File: config.mk
export PLATFORM = sky130hd
export DESIGN_NAME = vote_window_lockout_controller_unit
export DESIGN_NICKNAME = d
export VERILOG_FILES = /design/src/hw/rtl/vwlc_pkg.sv /design/src/hw/rtl/vote_window_lockout_controller_unit.sv
export SDC_FILE = /design/constraint.sdc
export NUM_CORES = 1
export LEC_CHECK = 0
export BUFFER_PORTS_ARGS = -buffer_cell sky130_fd_sc_hd__buf_2
export CORE_MARGIN = 3
export CORE_UTILIZATION = 40
export CTS_CLUSTER_DIAMETER = 50
export DETAILED_ROUTE_END_ITERATION = 12
export PLACE_DENSITY_LB_ADDON = 0.1
export SYNTH_ARGS = -nofsm -noshare
export SYNTH_HDL_FRONTEND = slang
export SYNTH_SLANG_ARGS = --single-unit
File: constraint.sdc
create_clock -name clk -period 8.6 [get_ports clk]
set_input_delay 0.86 -clock clk [delete_from_list [all_inputs] [get_ports clk]]
set_output_delay 0.86 -clock clk [all_outputs]
set_load 0.005 [all_outputs]
File: src/hw/rtl/vwlc_pkg.sv
// ----------------------------------------------------------------------------
// vwlc_pkg
// Shared widths, register indexes and reset values for the vote window
// lockout controller and its port checker.
// ----------------------------------------------------------------------------
`default_nettype none

package vwlc_pkg;

  localparam int unsigned SCORE_W    = 16;
  localparam int unsigned TICK_W     = 16;
  localparam int unsigned CFG_IDX_W  = 2;
  localparam int unsigned CFG_DATA_W = 16;

  typedef logic [SCORE_W-1:0]    score_t;
  typedef logic [TICK_W-1:0]     tick_t;
  typedef logic [CFG_IDX_W-1:0]  cfg_idx_t;
  typedef logic [CFG_DATA_W-1:0] cfg_data_t;

  // configuration register indexes
  localparam cfg_idx_t CFG_SCORE_THRESHOLD  = 2'd0;
  localparam cfg_idx_t CFG_LOCKOUT_TICKS    = 2'd1;
  localparam cfg_idx_t CFG_MATCH_WAIT_TICKS = 2'd2;

  // reset values, threshold is 0.8 in Q1.15
  localparam score_t RST_SCORE_THRESHOLD  = 16'd26214;
  localparam tick_t  RST_LOCKOUT_TICKS    = 16'd30;
  localparam tick_t  RST_MATCH_WAIT_TICKS = 16'd30;

  localparam tick_t TICK_MAX = '1;

  // item kinds
  localparam logic FUNC_TICK  = 1'b0;
  localparam logic FUNC_FRAME = 1'b1;

endpackage

`default_nettype wire

File: src/hw/rtl/vote_window_lockout_controller_unit.sv
// ----------------------------------------------------------------------------
// vote_window_lockout_controller_unit
// Door lock controller driven by time ticks and camera frame reports: votes
// on match scores over a window, unlocks on enough passes, else locks out.
// ----------------------------------------------------------------------------
// The block takes one item (tick or frame report) every clock cycle unless
// out_stall holds it back, and returns exactly one status result for each.
// An accepted item sits in an input register, is evaluated by a single
// layer of compare and counter logic, and its result is then registered in
// the output register, so sustained throughput is one item per cycle while
// out_stall is low. The output register and the input register are the
// only places an item waits; the input side stalls only while both are
// full and the result is held by out_stall. Votes of a window are kept as
// a running pass count, so the window tally costs one small add per frame.
// Configuration writes are always accepted (cfg_ready is tied high) and
// should be made while the block is idle.
`default_nettype none

module vote_window_lockout_controller_unit #(
  parameter int unsigned WINDOW_SIZE = 4
) (
  input  wire logic                 clk,
  input  wire logic                 rst_n,
  // configuration write port
  input  wire logic                 cfg_valid,
  output logic                      cfg_ready,
  input  wire vwlc_pkg::cfg_idx_t   cfg_index,
  input  wire vwlc_pkg::cfg_data_t  cfg_data,
  // input items
  input  wire logic                 in_valid,
  output logic                      in_stall,
  input  wire logic                 in_func,
  input  wire logic                 in_frame_matchable,
  input  wire logic                 in_matchable_error,
  input  wire logic                 in_score_error,
  input  wire vwlc_pkg::score_t     in_match_score,
  // result items
  output logic                      out_valid,
  input  wire logic                 out_stall,
  output logic                      out_door_locked,
  output logic                      out_in_lockout,
  output logic                      out_match_waiting,
  output logic                      out_vote_recorded,
  output logic                      out_window_done,
  output logic                      out_window_passed
);

  import vwlc_pkg::*;

  localparam int unsigned IDX_W = $clog2(WINDOW_SIZE);
  localparam int unsigned CNT_W = $clog2(WINDOW_SIZE + 1);
  localparam logic [IDX_W-1:0] LAST_IDX  = IDX_W'(WINDOW_SIZE - 1);
  localparam logic [CNT_W-1:0] PASS_NEED = CNT_W'(WINDOW_SIZE - 2);

  // configuration
  score_t score_thr_r;
  tick_t  lockout_ticks_r;
  tick_t  wait_ticks_r;

  // input register
  logic   s1_valid_r;
  logic   s1_func_r;
  logic   s1_matchable_r;
  logic   s1_m_err_r;
  logic   s1_s_err_r;
  score_t s1_score_r;

  // block state
  logic             lockout_r, lockout_nxt;
  logic             door_r, door_nxt;
  logic             waiting_r, waiting_nxt;
  tick_t            lock_cnt_r, lock_cnt_nxt;
  tick_t            wait_cnt_r, wait_cnt_nxt;
  logic [IDX_W-1:0] vote_idx_r, vote_idx_nxt;
  logic [CNT_W-1:0] pass_cnt_r, pass_cnt_nxt;

  // result register
  logic out_valid_r;
  logic door_out_r, lockout_out_r, waiting_out_r;
  logic recorded_r, done_r, passed_r;

  logic             s1_adv;
  logic             in_acc;
  logic             do_step;
  logic             recorded, done, passed;
  logic             vote;
  logic             wait_over;
  logic [CNT_W-1:0] pass_sum;

  assign cfg_ready = 1'b1;

  assign s1_adv   = !out_valid_r || !out_stall;
  assign in_stall = s1_valid_r && !s1_adv;
  assign in_acc   = in_valid && !in_stall;
  assign do_step  = s1_valid_r && s1_adv;

  assign vote      = (s1_score_r >= score_thr_r);
  assign wait_over = (wait_cnt_r >= wait_ticks_r);
  assign pass_sum  = pass_cnt_r + CNT_W'(vote);

  always_comb begin
    lockout_nxt  = lockout_r;
    door_nxt     = door_r;
    waiting_nxt  = waiting_r;
    lock_cnt_nxt = lock_cnt_r;
    wait_cnt_nxt = wait_cnt_r;
    vote_idx_nxt = vote_idx_r;
    pass_cnt_nxt = pass_cnt_r;
    recorded     = 1'b0;
    done         = 1'b0;
    passed       = 1'b0;

    if (s1_func_r == FUNC_TICK) begin
      // running timers count up and stick at full scale
      if (lockout_r && lock_cnt_r != TICK_MAX) begin
        lock_cnt_nxt = lock_cnt_r + 1'b1;
      end
      if (waiting_r && wait_cnt_r != TICK_MAX) begin
        wait_cnt_nxt = wait_cnt_r + 1'b1;
      end
    end else if (lockout_r) begin
      if (lock_cnt_r >= lockout_ticks_r) begin
        lockout_nxt = 1'b0;
        door_nxt    = 1'b0;
      end
    end else if (!s1_m_err_r) begin
      if (waiting_r && wait_over) begin
        waiting_nxt = 1'b0;
      end
      if (s1_matchable_r && !s1_s_err_r && (!waiting_r || wait_over)) begin
        recorded = 1'b1;
        if (vote_idx_r == LAST_IDX) begin
          done         = 1'b1;
          vote_idx_nxt = '0;
          pass_cnt_nxt = '0;
          if (pass_sum >= PASS_NEED) begin
            passed       = 1'b1;
            door_nxt     = 1'b0;
            waiting_nxt  = 1'b1;
            wait_cnt_nxt = '0;
          end else begin
            // zero lockout time leaves the door open
            door_nxt     = (lockout_ticks_r != '0);
            lockout_nxt  = 1'b1;
            lock_cnt_nxt = '0;
            waiting_nxt  = 1'b0;
          end
        end else begin
          vote_idx_nxt = vote_idx_r + 1'b1;
          pass_cnt_nxt = pass_sum;
        end
      end
    end
  end

  always_ff @(posedge clk) begin
    if (!rst_n) begin
      score_thr_r     <= RST_SCORE_THRESHOLD;
      lockout_ticks_r <= RST_LOCKOUT_TICKS;
      wait_ticks_r    <= RST_MATCH_WAIT_TICKS;
      s1_valid_r      <= 1'b0;
      out_valid_r     <= 1'b0;
      lockout_r       <= 1'b0;
      door_r          <= 1'b0;
      waiting_r       <= 1'b0;
      lock_cnt_r      <= '0;
      wait_cnt_r      <= '0;
      vote_idx_r      <= '0;
      pass_cnt_r      <= '0;
    end else begin
      if (cfg_valid && cfg_ready) begin
        unique case (cfg_index)
          CFG_SCORE_THRESHOLD:  score_thr_r     <= cfg_data;
          CFG_LOCKOUT_TICKS:    lockout_ticks_r <= cfg_data;
          CFG_MATCH_WAIT_TICKS: wait_ticks_r    <= cfg_data;
          default: ;
        endcase
      end

      if (in_acc) begin
        s1_valid_r <= 1'b1;
      end else if (s1_adv) begin
        s1_valid_r <= 1'b0;
      end

      if (do_step) begin
        out_valid_r <= 1'b1;
      end else if (!out_stall) begin
        out_valid_r <= 1'b0;
      end

      if (do_step) begin
        lockout_r  <= lockout_nxt;
        door_r     <= door_nxt;
        waiting_r  <= waiting_nxt;
        lock_cnt_r <= lock_cnt_nxt;
        wait_cnt_r <= wait_cnt_nxt;
        vote_idx_r <= vote_idx_nxt;
        pass_cnt_r <= pass_cnt_nxt;
      end
    end
  end

  // payload registers
  always_ff @(posedge clk) begin
    if (in_acc) begin
      s1_func_r      <= in_func;
      s1_matchable_r <= in_frame_matchable;
      s1_m_err_r     <= in_matchable_error;
      s1_s_err_r     <= in_score_error;
      s1_score_r     <= in_match_score;
    end
    if (do_step) begin
      door_out_r    <= door_nxt;
      lockout_out_r <= lockout_nxt;
      waiting_out_r <= waiting_nxt;
      recorded_r    <= recorded;
      done_r        <= done;
      passed_r      <= passed;
    end
  end

  assign out_valid         = out_valid_r;
  assign out_door_locked   = door_out_r;
  assign out_in_lockout    = lockout_out_r;
  assign out_match_waiting = waiting_out_r;
  assign out_vote_recorded = recorded_r;
  assign out_window_done   = done_r;
  assign out_window_passed = passed_r;

endmodule

`default_nettype wire

==> results of run 1 <==
## layout make-up
| cell class | count | share of cell area [%] |
|---|---|---|
| Clock inverter | 9 | 1.12 |
| Clock buffer | 23 | 6.64 |
| Timing Repair Buffer | 53 | 3.87 |
| Sequential cell | 116 | 36.6 |
| Multi-Input combinational cell | 477 | 45.5 |
| Tap cell | 184 | 3.26 |
| Inverter | 57 | 3.03 |
## worst min-delay path: cells and delay by family, from the launching register on
family           cells  cell delay, ns
flip-flops           1            0.31
AND/OR/NAND/NOR      1            0.05
AO/OA/AOI/OAI        1            0.05
## how the worst max path moves through the flow
stage	from	end	depth (start not counted)
2_1_floorplan	s1_score_r[0]	lock_cnt_r[11]	16
3_3_place_gp	s1_score_r[0]	wait_cnt_r[11]	16
3_5_place_dp	s1_score_r[0]	wait_cnt_r[11]	16
4_1_cts	s1_score_r[0]	wait_cnt_r[11]	16
5_1_grt	s1_score_r[0]	wait_cnt_r[11]	16
6_report	s1_score_r[0]	wait_cnt_r[11]	16
## cell families (layout without fill, tap and decap cells)
| family | count (synthesis) | count (layout) |
|---|---|---|
| buffers and inverters | 86 | 142 |
| other | 1 | 1 |
| and+or+nand+nor | 241 | 241 |
| xor gates and xnor gates | 1 | 1 |
| adders and majority gates | 53 | 53 |
| muxes | 3 | 3 |
| DFF | 116 | 116 |
| AOI/OAI and AO/OA | 178 | 178 |
## flip-flops by register name, summed over array words and instances (netlist names), 2 cells and up
name             flops
pass_cnt_r           3
s1_score_r          16
vote_idx_r           2
score_thr_r         16
lock_cnt_r          16
wait_cnt_r          16
lockout_ticks_r     16
wait_ticks_r        16
## power breakdown
part           internal [uW]  switching (uW)  total, uW
combinational           33.7            56.4       90.2
clock                    409             246        655
sequential               575            8.44        583
## metal layers
metal  global-route usage (%)  part of all wire [%]  routed length, um
met3                     5.44                   5.3                805
met1                     25.2                    48               7270
met4                     5.87                   1.2                185
met2                     30.6                    45               6850
met5                        0                     0                  0
## per-stage QoR
| stage | hold slack (ns) | cells | worst slack, ns | power [uW] |
|---|---|---|---|---|
| final | 0.457 | 919 | 4.66 | 1330 |
| after global routing | 0.474 | 919 | 4.32 | 1390 |
| after CTS | 0.456 | 919 | 4.65 | 1340 |
| after detailed placement | 0.449 | 887 | 4.68 | 685 |
| after global placement | 0.442 | 887 | 4.78 | 683 |
| after floorplan | 0.436 | 679 | 5.32 | 652 |
## cell usage in the layout (no fill, tap or decap), types with 18 or more instances in the layout
master	instances
nand3_1	26
ha_1	53
o211ai_1	19
buf_2	50
a21oi_1	75
nor2_1	18
edfxtp_1	26
o21ai_0	20
dfxtp_1	90
nand2_1	104
inv_1	55
==> impl_metrics.env, run 1 <==
export IMPL_status="finished, final reports clean"
export IMPL_dpl_cell_area_sq_mm=0.00650
export IMPL_syn_inst=679
export IMPL_num_io_pins=52
export IMPL_rsz0062_at_grt="false"
export IMPL_fin_setup_tns_ns=0
export IMPL_synth_edff_count=26
export IMPL_yosysTopAreaCellShare_pct=29.2
export IMPL_synthArstFlopShare_pct=0
export IMPL_cts_tree="yes"
export IMPL_portBuffers=50
export IMPL_whs_path_depth=2
export IMPL_final_layout_size_suffix_gt1_share_pct=15.0
export IMPL_num_rows=44
export IMPL_fmax_mhz=254
export IMPL_crit_type="reg -> reg"
export IMPL_cpPeakStageDelay_ns=0.59
export IMPL_htree_levels=4
export IMPL_cts_buffers=17
export IMPL_cts_sinks=116
export IMPL_power_density_mw_per_mm2=188
export IMPL_synth_seq_area_share_pct=41.8
export IMPL_maxSlewViolCount=0
export IMPL_reg2reg_depth=16
export IMPL_critPathArrivalTime_ns=4.29
export IMPL_synth_ff_type="dfxtp_1"
export IMPL_drt_pass1_iterations=7
export IMPL_synthXorXnorAreaFrac_pct=0.142
export IMPL_final_min_clock_period_ns=3.94
export IMPL_relSlewSlack_pct=42.5
export IMPL_maxCapViolCount=0
export IMPL_antenna_diode_count=0
export IMPL_grt_max_degree=50
export IMPL_hold_class="reg -> reg"
export IMPL_worstHoldStart="score_thr_r[3]"
export IMPL_cp_end_kind="flip-flop"
export IMPL_crit_family="compound AO/OA/AOI/OAI gates"
export IMPL_syn2layout_area_growth_pct=14.2
export IMPL_whs_endpoint="score_thr_r[3]"
export IMPL_finalHoldViolCount=0
export IMPL_fp_dieW_um=130
export IMPL_path_cells="inv_1, ha_1, nand2b_1, a21o_1, a21oi_1, o211ai_1, a31oi_1, o21ai_0, ha_1, ha_1, xor2_1, o211ai_1, o211ai_2, o211ai_2, or4_1, a21oi_1"
export IMPL_reg2reg_to="wait_cnt_r[11]"
export IMPL_antenna_found_initial=0
export IMPL_power_leakage_uw=0.00272
export IMPL_setup_worst_path_start_class="flip-flop"
export IMPL_dieArea_sq_mm=0.0170
export IMPL_gp_congestion=0.807
export IMPL_grt_pass1_wl_um=25100
export IMPL_slowest_stage="or4_1"
export IMPL_finalNetCount=818
export IMPL_fin_util_pct=47.6
export IMPL_yosys_cell_types_count=77
export IMPL_synth_area_leaders="dfxtp_1 (29%), edfxtp_1 (13%), ha_1 (11%), nand2_1 (6.3%), a21oi_1 (6.1%)"
export IMPL_ant_nets=0
export IMPL_groute_usage_overall_pct=19.1
export IMPL_path_buf_inv=1
export IMPL_synth_top_family_by_area="simple AND/OR/NAND/NOR gates"
export IMPL_post_cts_setup_buffers=0
export IMPL_clock_skew_final_ns=0.0105
export IMPL_avgRoutedWirePerCell_um=16.4
export IMPL_max_slew_worst_pin_slew_ns=0.860
export IMPL_regArea_sq_mm=0.00258
export IMPL_synth_compound_area_share_pct=19.6
export IMPL_cts_repair_resized=0
export IMPL_crit_fanout=22
export IMPL_syn_num_nets=775
export IMPL_multi_input_area_sq_mm=0.00321
export IMPL_routed_wl_um=15100
export IMPL_synth_common_cells="nand2_1 (104), dfxtp_1 (90), a21oi_1 (75), inv_1 (55), ha_1 (53)"
export IMPL_synth_seq_cells=116
export IMPL_insertion_delay_ns=0.42
export IMPL_core_sq_mm=0.0148
export IMPL_synth_fa_ha_area_share_pct=10.7
export IMPL_synthesis_area_sq_mm=0.00618
export IMPL_drt_iter0_drc=302
export IMPL_start_util_pct=41.7
export IMPL_syn_area_per_cell_sq_um=9.10
export IMPL_dieHeight_um=130
export IMPL_ir_drop_uv=134
export IMPL_synth_mux_area_share_pct=0.486
export IMPL_cts_hold_buf=0
export IMPL_cp_required_ns=8.95
export IMPL_setup_viol=0
export IMPL_yosysWarnings=0
export IMPL_hpwl_um=11100
export IMPL_path_clk_slew_ns=0.06
export IMPL_path_common_cell="ha_1"
export IMPL_vias=5023
export IMPL_ff2ff_setup_slack_ns=4.66
export IMPL_fin_crit_sh_pct=45.8
export IMPL_grt_pass1_vias=4908
export IMPL_yosysTopAreaCell="dfxtp_1"
export IMPL_grt_overflow=0
export IMPL_r2r_start="s1_score_r[0]"
export IMPL_stdcell_area_sq_mm=0.00705
export IMPL_drc=0
export IMPL_cts_root_buf="clkbuf_16"
export IMPL_yosysMostFrequentCell="nand2_1"
export IMPL_synthSimpleGateAreaFrac_pct=20.8
export IMPL_fill_cells=1418
export IMPL_clockBufferDepth=2
export IMPL_viasPerCell=5.47
Power figures use the tool's default switching activity.
==> run 2: changes to the inputs <==
Settings changed: ABC_AREA set to 1.
Clock period 8.6 ns to 3.2 ns, I/O delays scaled along.
==> impl_metrics.env, run 2 <==
export IMPL_synth_seq_area_share_pct=41.0
export IMPL_drt_pass1_iterations=5
export IMPL_grt_pass1_wl_um=26200
export IMPL_hpwl_um=11600
export IMPL_fp_dieW_um=132
export IMPL_ant_nets=0
export IMPL_antenna_found_initial=0
export IMPL_setup_viol=0
export IMPL_grt_max_degree=38
export IMPL_fin_util_pct=48.9
export IMPL_final_cells=1079
export IMPL_status="finished, final reports clean"
export IMPL_combinationalPowerShare_pct=8.5
export IMPL_gp_congestion=0.880
export IMPL_p_int_uw=2810
export IMPL_maxSlewViolCount=0
export IMPL_syn_area_per_cell_sq_um=7.89
export IMPL_layout_common_cells="nand2_1 (148), dfxtp_1 (90), inv_1 (87), a21oi_1 (82), nor2_1 (81)"
export IMPL_htree_levels=4
export IMPL_finalHoldViolCount=0
export IMPL_path_clk_slew_ns=0.06
export IMPL_maxCapViolCount=0
export IMPL_setup_worst_path_start_class="flip-flop"
export IMPL_cts_buffers=17
export IMPL_slowest_stage="edfxtp_1"
export IMPL_final_layout_size_suffix_gt1_share_pct=15.2
export IMPL_clock_skew_final_ns=0.00666
export IMPL_cpPeakStageDelay_ns=0.42
export IMPL_portBuffers=50
export IMPL_rsz0062_at_grt="true"
export IMPL_crit_fanout=6
export IMPL_yosysTopAreaCell="dfxtp_1"
export IMPL_syn_num_nets=895
export IMPL_routed_wl_um=16000
export IMPL_synth_area_leaders="dfxtp_1 (29%), edfxtp_1 (12%), ha_1 (11%), nand2_1 (8.8%), a21oi_1 (6.8%)"
export IMPL_fin_crit_sh_pct=95.9
export IMPL_yosysTopAreaCellShare_pct=28.6
export IMPL_core_sq_mm=0.0153
export IMPL_max_slew_worst_pin_slew_ns=1.01
export IMPL_clockPowerShare_pct=49.7
export IMPL_groute_usage_overall_pct=18.7
export IMPL_synth_edff_count=26
export IMPL_insertion_delay_ns=0.42
export IMPL_p_sw_share_pct=25.4
export IMPL_dp_cells=1040
export IMPL_yosysWarnings=0
export IMPL_power_density_mw_per_mm2=503
export IMPL_avgRoutedWirePerCell_um=14.8
export IMPL_path_cells="ha_4, a21oi_2, nor2_1, a211oi_2, o221ai_1, nand2_1, nand3_2, ha_2, ha_4, xor2_2, nor2_2, clkinv_2, a21oi_4, buf_12, buf_6, nand3_1, a21oi_1"
export IMPL_grt_overflow=0
export IMPL_dieArea_sq_mm=0.0173
export IMPL_cp_required_ns=3.54
export IMPL_yosysMostFrequentCell="nand2_1"
export IMPL_num_rows=45
export IMPL_syn2layout_area_growth_pct=18.8
export IMPL_finalNetCount=951
export IMPL_critPathArrivalTime_ns=3.41
export IMPL_drc=0
export IMPL_final_common_cell="nand2_1"
export IMPL_power_switching_uw=957
export IMPL_synth_common_cells="nand2_1 (148), dfxtp_1 (90), inv_1 (87), a21oi_1 (86), nor2_1 (81)"
export IMPL_crit_type="reg -> reg"
export IMPL_synthesis_area_sq_mm=0.00630
export IMPL_dieHeight_um=132
export IMPL_antenna_diode_count=0
export IMPL_syn_inst=799
export IMPL_p_seq_share_pct=41.8
export IMPL_grt_pass1_vias=5377
export IMPL_crit_family="compound AO/OA/AOI/OAI gates"
export IMPL_drt_iter0_drc=307
export IMPL_clockBufferDepth=2
export IMPL_cts_root_buf="clkbuf_16"
export IMPL_power_leakage_uw=0.00310
export IMPL_cp_end_kind="flip-flop"
export IMPL_viasPerCell=5.09
export IMPL_relSlewSlack_pct=32.8
export IMPL_path_buf_inv=3
export IMPL_num_io_pins=52
export IMPL_ir_drop_uv=364
export IMPL_path_common_cell="ha_4"
export IMPL_yosys_cell_types_count=43
export IMPL_final_min_clock_period_ns=3.07
export IMPL_fin_hold_ws_ns=0.0684
export IMPL_cts_sinks=116
export IMPL_vias=5496
export IMPL_cts_tree="yes"
export IMPL_synth_ff_type="dfxtp_1"
export IMPL_fmax_mhz=326
export IMPL_hold_class="in -> reg"
export IMPL_synthArstFlopShare_pct=0
export IMPL_fin_setup_tns_ns=0
export IMPL_synth_seq_cells=116
export IMPL_start_util_pct=41.2
## run 2: changes by cell type in the layout (fill, tap and decap cells not counted), moves of 11 or more
cell and change:
nor2_1 +63, nand2_1 +44, inv_1 +32, nand4_1 +21, o21ai_0 +21, xor2_1 +19, or3_1 -15, nand3_1 +12
o21ai_1 -11
## run 2: cell families after synthesis
group | share of synthesized area [%]
simple gates | 23.0
other cells | 0.0595
flops | 41.0
xor+xnor | 3.61
buf+inv | 7.92
compound gates | 13.9
fa+ha+maj | 10.5
## run 2: repair_timing
action | CTS | global route
cloned | 1 | 2
hold buffers | 0 | 0
endpoints found under the setup margin | 26 | 30
pin swaps | 1 | 10
setup buffers | 2 | 2
gates resized for setup | 1 | 20
## run 2: worst paths after layout
path	start	slack [ns]	cells past startpoint	endpoint
worst min-delay path	in_match_score[0]	0.07	1	s1_score_r[0]
worst min register to register	score_thr_r[4]	0.46	2	score_thr_r[4]
worst max-delay path	s1_score_r[1]	0.13	17	lock_cnt_r[12]
worst max register to register	s1_score_r[1]	0.13	17	lock_cnt_r[12]
## run 2: power groups by stage
stage | Clock, uW | Combinational [uW] | Sequential (uW)
after floorplan | 0 | 200 | 1600
after global placement | 0 | 294 | 1610
after detailed placement | 0 | 304 | 1610
after CTS | 1900 | 309 | 1580
after global routing | 1960 | 363 | 1580
final | 1870 | 321 | 1580
## run 2: layout make-up
class                   instances  area, sq um
multi-input cells             562         3320
clock buffers                  17          425
repair buffers                 63          379
well taps                     211          264
fillers                      1487         7820
inverters                      95          358
flip-flops and latches        116         2580
clock inverters                15          159
## run 2: metal layers
layer	track usage (%)	vias to the layer above	part of all wire, %
met4	5.60	0	1.3
met5	0	-	0
met3	4.40	19	3.8
met1	23.5	2573	46
li1	-	2806	-
met2	32.1	98	49
## run 2: stage by stage
| step | total power, uW | setup slack (ns) | cell area (sq um) |
|---|---|---|---|
| 2_1_floorplan | 1800 | 0.458 | 6300 |
| 3_3_place_gp | 1900 | 0.0904 | 6740 |
| 3_5_place_dp | 1910 | -0.100 | 6740 |
| 4_1_cts | 3790 | 0.0234 | 7350 |
| 5_1_grt | 3910 | -0.00538 | 7490 |
| 6_report | 3770 | 0.132 | 7490 |
==> run 3: changes to the inputs <==
Settings changed: ABC_AREA 1 to not set, REMOVE_ABC_BUFFERS set to 1.
==> impl_metrics.env, run 3 (same netlist as run 1, synthesis figures left out) <==
export IMPL_grt_pass1_wl_um=26700
export IMPL_reg2reg_to="lock_cnt_r[13]"
export IMPL_groute_usage_overall_pct=20.3
export IMPL_power_density_mw_per_mm2=500
export IMPL_crit_fanout=4
export IMPL_whs_endpoint="s1_score_r[5]"
export IMPL_whs_path_depth=1
export IMPL_dp_cells=908
export IMPL_max_slew_worst_pin_slew_ns=0.670
export IMPL_dieHeight_um=130
export IMPL_cts_buffers=17
export IMPL_drt_pass1_iterations=5
export IMPL_hold_class="in -> reg"
export IMPL_final_min_clock_period_ns=3.56
export IMPL_critPathArrivalTime_ns=3.92
export IMPL_core_sq_mm=0.0148
export IMPL_hpwl_um=11700
export IMPL_fp_dieW_um=130
export IMPL_cts_root_buf="clkbuf_16"
export IMPL_maxSlewViolCount=0
export IMPL_htree_levels=4
export IMPL_finalNetCount=846
export IMPL_cts_sinks=116
export IMPL_start_util_pct=41.7
export IMPL_crit_type="reg -> reg"
export IMPL_dpl_cell_area_sq_mm=0.00669
export IMPL_fin_hold_ws_ns=0.0676
export IMPL_portBuffers=50
export IMPL_regArea_sq_mm=0.00258
export IMPL_antenna_diode_count=0
export IMPL_insertion_delay_ns=0.42
export IMPL_final_common_cell="nand2_1"
export IMPL_stdcell_area_sq_mm=0.00758
export IMPL_rsz0062_at_grt="true"
export IMPL_ff2ff_setup_slack_ns=-0.36
export IMPL_cp_required_ns=3.55
export IMPL_cts_tree="yes"
export IMPL_routed_wl_um=16300
export IMPL_avgRoutedWirePerCell_um=17.2
export IMPL_fmax_mhz=281
export IMPL_cp_end_kind="flip-flop"
export IMPL_worstHoldStart="in_match_score[5]"
export IMPL_status="finished, violations left"
export IMPL_cts_hold_buf=0
export IMPL_clockBufferDepth=2
export IMPL_drt_iter0_drc=282
export IMPL_grt_max_degree=41
export IMPL_r2r_start="s1_score_r[0]"
export IMPL_finalHoldViolCount=0
export IMPL_clock_skew_final_ns=0.00825
export IMPL_grt_pass1_vias=5335
export IMPL_fill_cells=1376
export IMPL_fin_crit_sh_pct=111
export IMPL_power_leakage_uw=0.00292
export IMPL_violations="setup timing"
export IMPL_antenna_found_initial=0
export IMPL_maxCapViolCount=0
export IMPL_reg2reg_depth=19
export IMPL_viasPerCell=5.62
export IMPL_num_rows=44
export IMPL_cp_startpoint="s1_score_r[0]"
export IMPL_dieArea_sq_mm=0.0170
export IMPL_path_clk_slew_ns=0.06
export IMPL_num_io_pins=52
export IMPL_vias=5318
export IMPL_final_layout_size_suffix_gt1_share_pct=22.8
export IMPL_grt_overflow=0
export IMPL_layout_common_cells="nand2_1 (101), dfxtp_1 (90), a21oi_1 (66), inv_1 (55), ha_1 (51)"
export IMPL_drc=0
export IMPL_setup_viol=30
export IMPL_ant_nets=0
export IMPL_multi_input_area_sq_mm=0.00344
export IMPL_fin_ws_ns=-0.364
export IMPL_setup_worst_path_start_class="flip-flop"
export IMPL_ir_drop_uv=391
export IMPL_gp_congestion=0.810
export IMPL_fin_setup_tns_ns=-6.21
export IMPL_relSlewSlack_pct=54.9
export IMPL_syn2layout_area_growth_pct=22.7
export IMPL_final_cells=947
==> run 3: changes by cell type in the layout (fill, tap and decap cells not counted), moves of 9 or more <==
cell and delta:
and3_1 +9, nor2_1 -63, buf_4 +14, xor2_1 -20, a21oi_1 -16, or3_1 +14
nand4_1 -21, nand3_1 -13, o21ai_0 -25, o21ai_1 +12, nand2_1 -47, inv_1 -32
==> run 3: per-layer routing <==
| layer | vias up | wire, um | GRT usage, % |
|---|---|---|---|
| li1 | 2614 | - | - |
| met1 | 2536 | 7510 | 26.5 |
| met2 | 148 | 7760 | 33.3 |
| met3 | 20 | 761 | 4.42 |
| met4 | 0 | 225 | 6.85 |
| met5 | - | 0 | 0 |
==> run 3: report_power, final <==
part / switching [uW] / internal, uW / leakage (uW)
clock: 734 / 1210 / 0.000294
sequential: 19.4 / 1540 / 0.000983
combinational: 174 / 111 / 0.00164
==> run 3: how the worst max path moves through the flow <==
stage	end	slack, ns	cells after the start
6_report	lock_cnt_r[13]	-0.36	19
3_3_place_gp	lock_cnt_r[12]	-0.40	16
4_1_cts	lock_cnt_r[15]	-0.32	16
2_1_floorplan	lock_cnt_r[15]	-0.18	15
3_5_place_dp	lock_cnt_r[8]	-0.51	16
5_1_grt	lock_cnt_r[13]	-0.49	19
==> run 3: layout make-up <==
class | count | area share (%)
Timing Repair Buffer | 78 | 6.65
Inverter | 57 | 2.82
Sequential cell | 116 | 34.1
Clock inverter | 11 | 1.47
Clock buffer | 21 | 6.63
Tap cell | 184 | 3.04
Multi-Input combinational cell | 480 | 45.3
==> run 3: metrics by stage <==
| stage | total power, uW | setup WS [ns] | utilization (%) |
|---|---|---|---|
| 2_1_floorplan | 1740 | -0.181 | - |
| 5_1_grt | 3920 | -0.490 | 51.2 |
| 3_5_place_dp | 1860 | -0.514 | 45.2 |
| 3_3_place_gp | 1850 | -0.399 | 45.2 |
| 6_report | 3790 | -0.364 | 51.2 |
| 4_1_cts | 3810 | -0.324 | 50.5 |
==> run 3: worst max-delay path, cell delays in order (launching register included) <==
cell      delay [ns]
edfxtp_1        0.36
inv_1           0.06
ha_1            0.22
nand2b_4        0.13
a21o_1          0.19
a21oi_2         0.14
o211ai_1        0.14
a31oi_1         0.22
o21ai_2         0.11
ha_2            0.20
ha_4            0.16
xor2_2          0.14
or3_4           0.35
o22ai_4         0.24
buf_4           0.17
buf_6           0.08
buf_6           0.09
o2111a_1        0.25
nand4b_1        0.12
a21oi_1         0.15
==> run 3: timing repair <==
action / in CTS / in global routing
setup buffers: 4 / 2
resized for setup: 26 / 24
endpoints found under the setup margin: 36 / 34
pin swaps: 27 / 3
gates cloned: 3 / 0
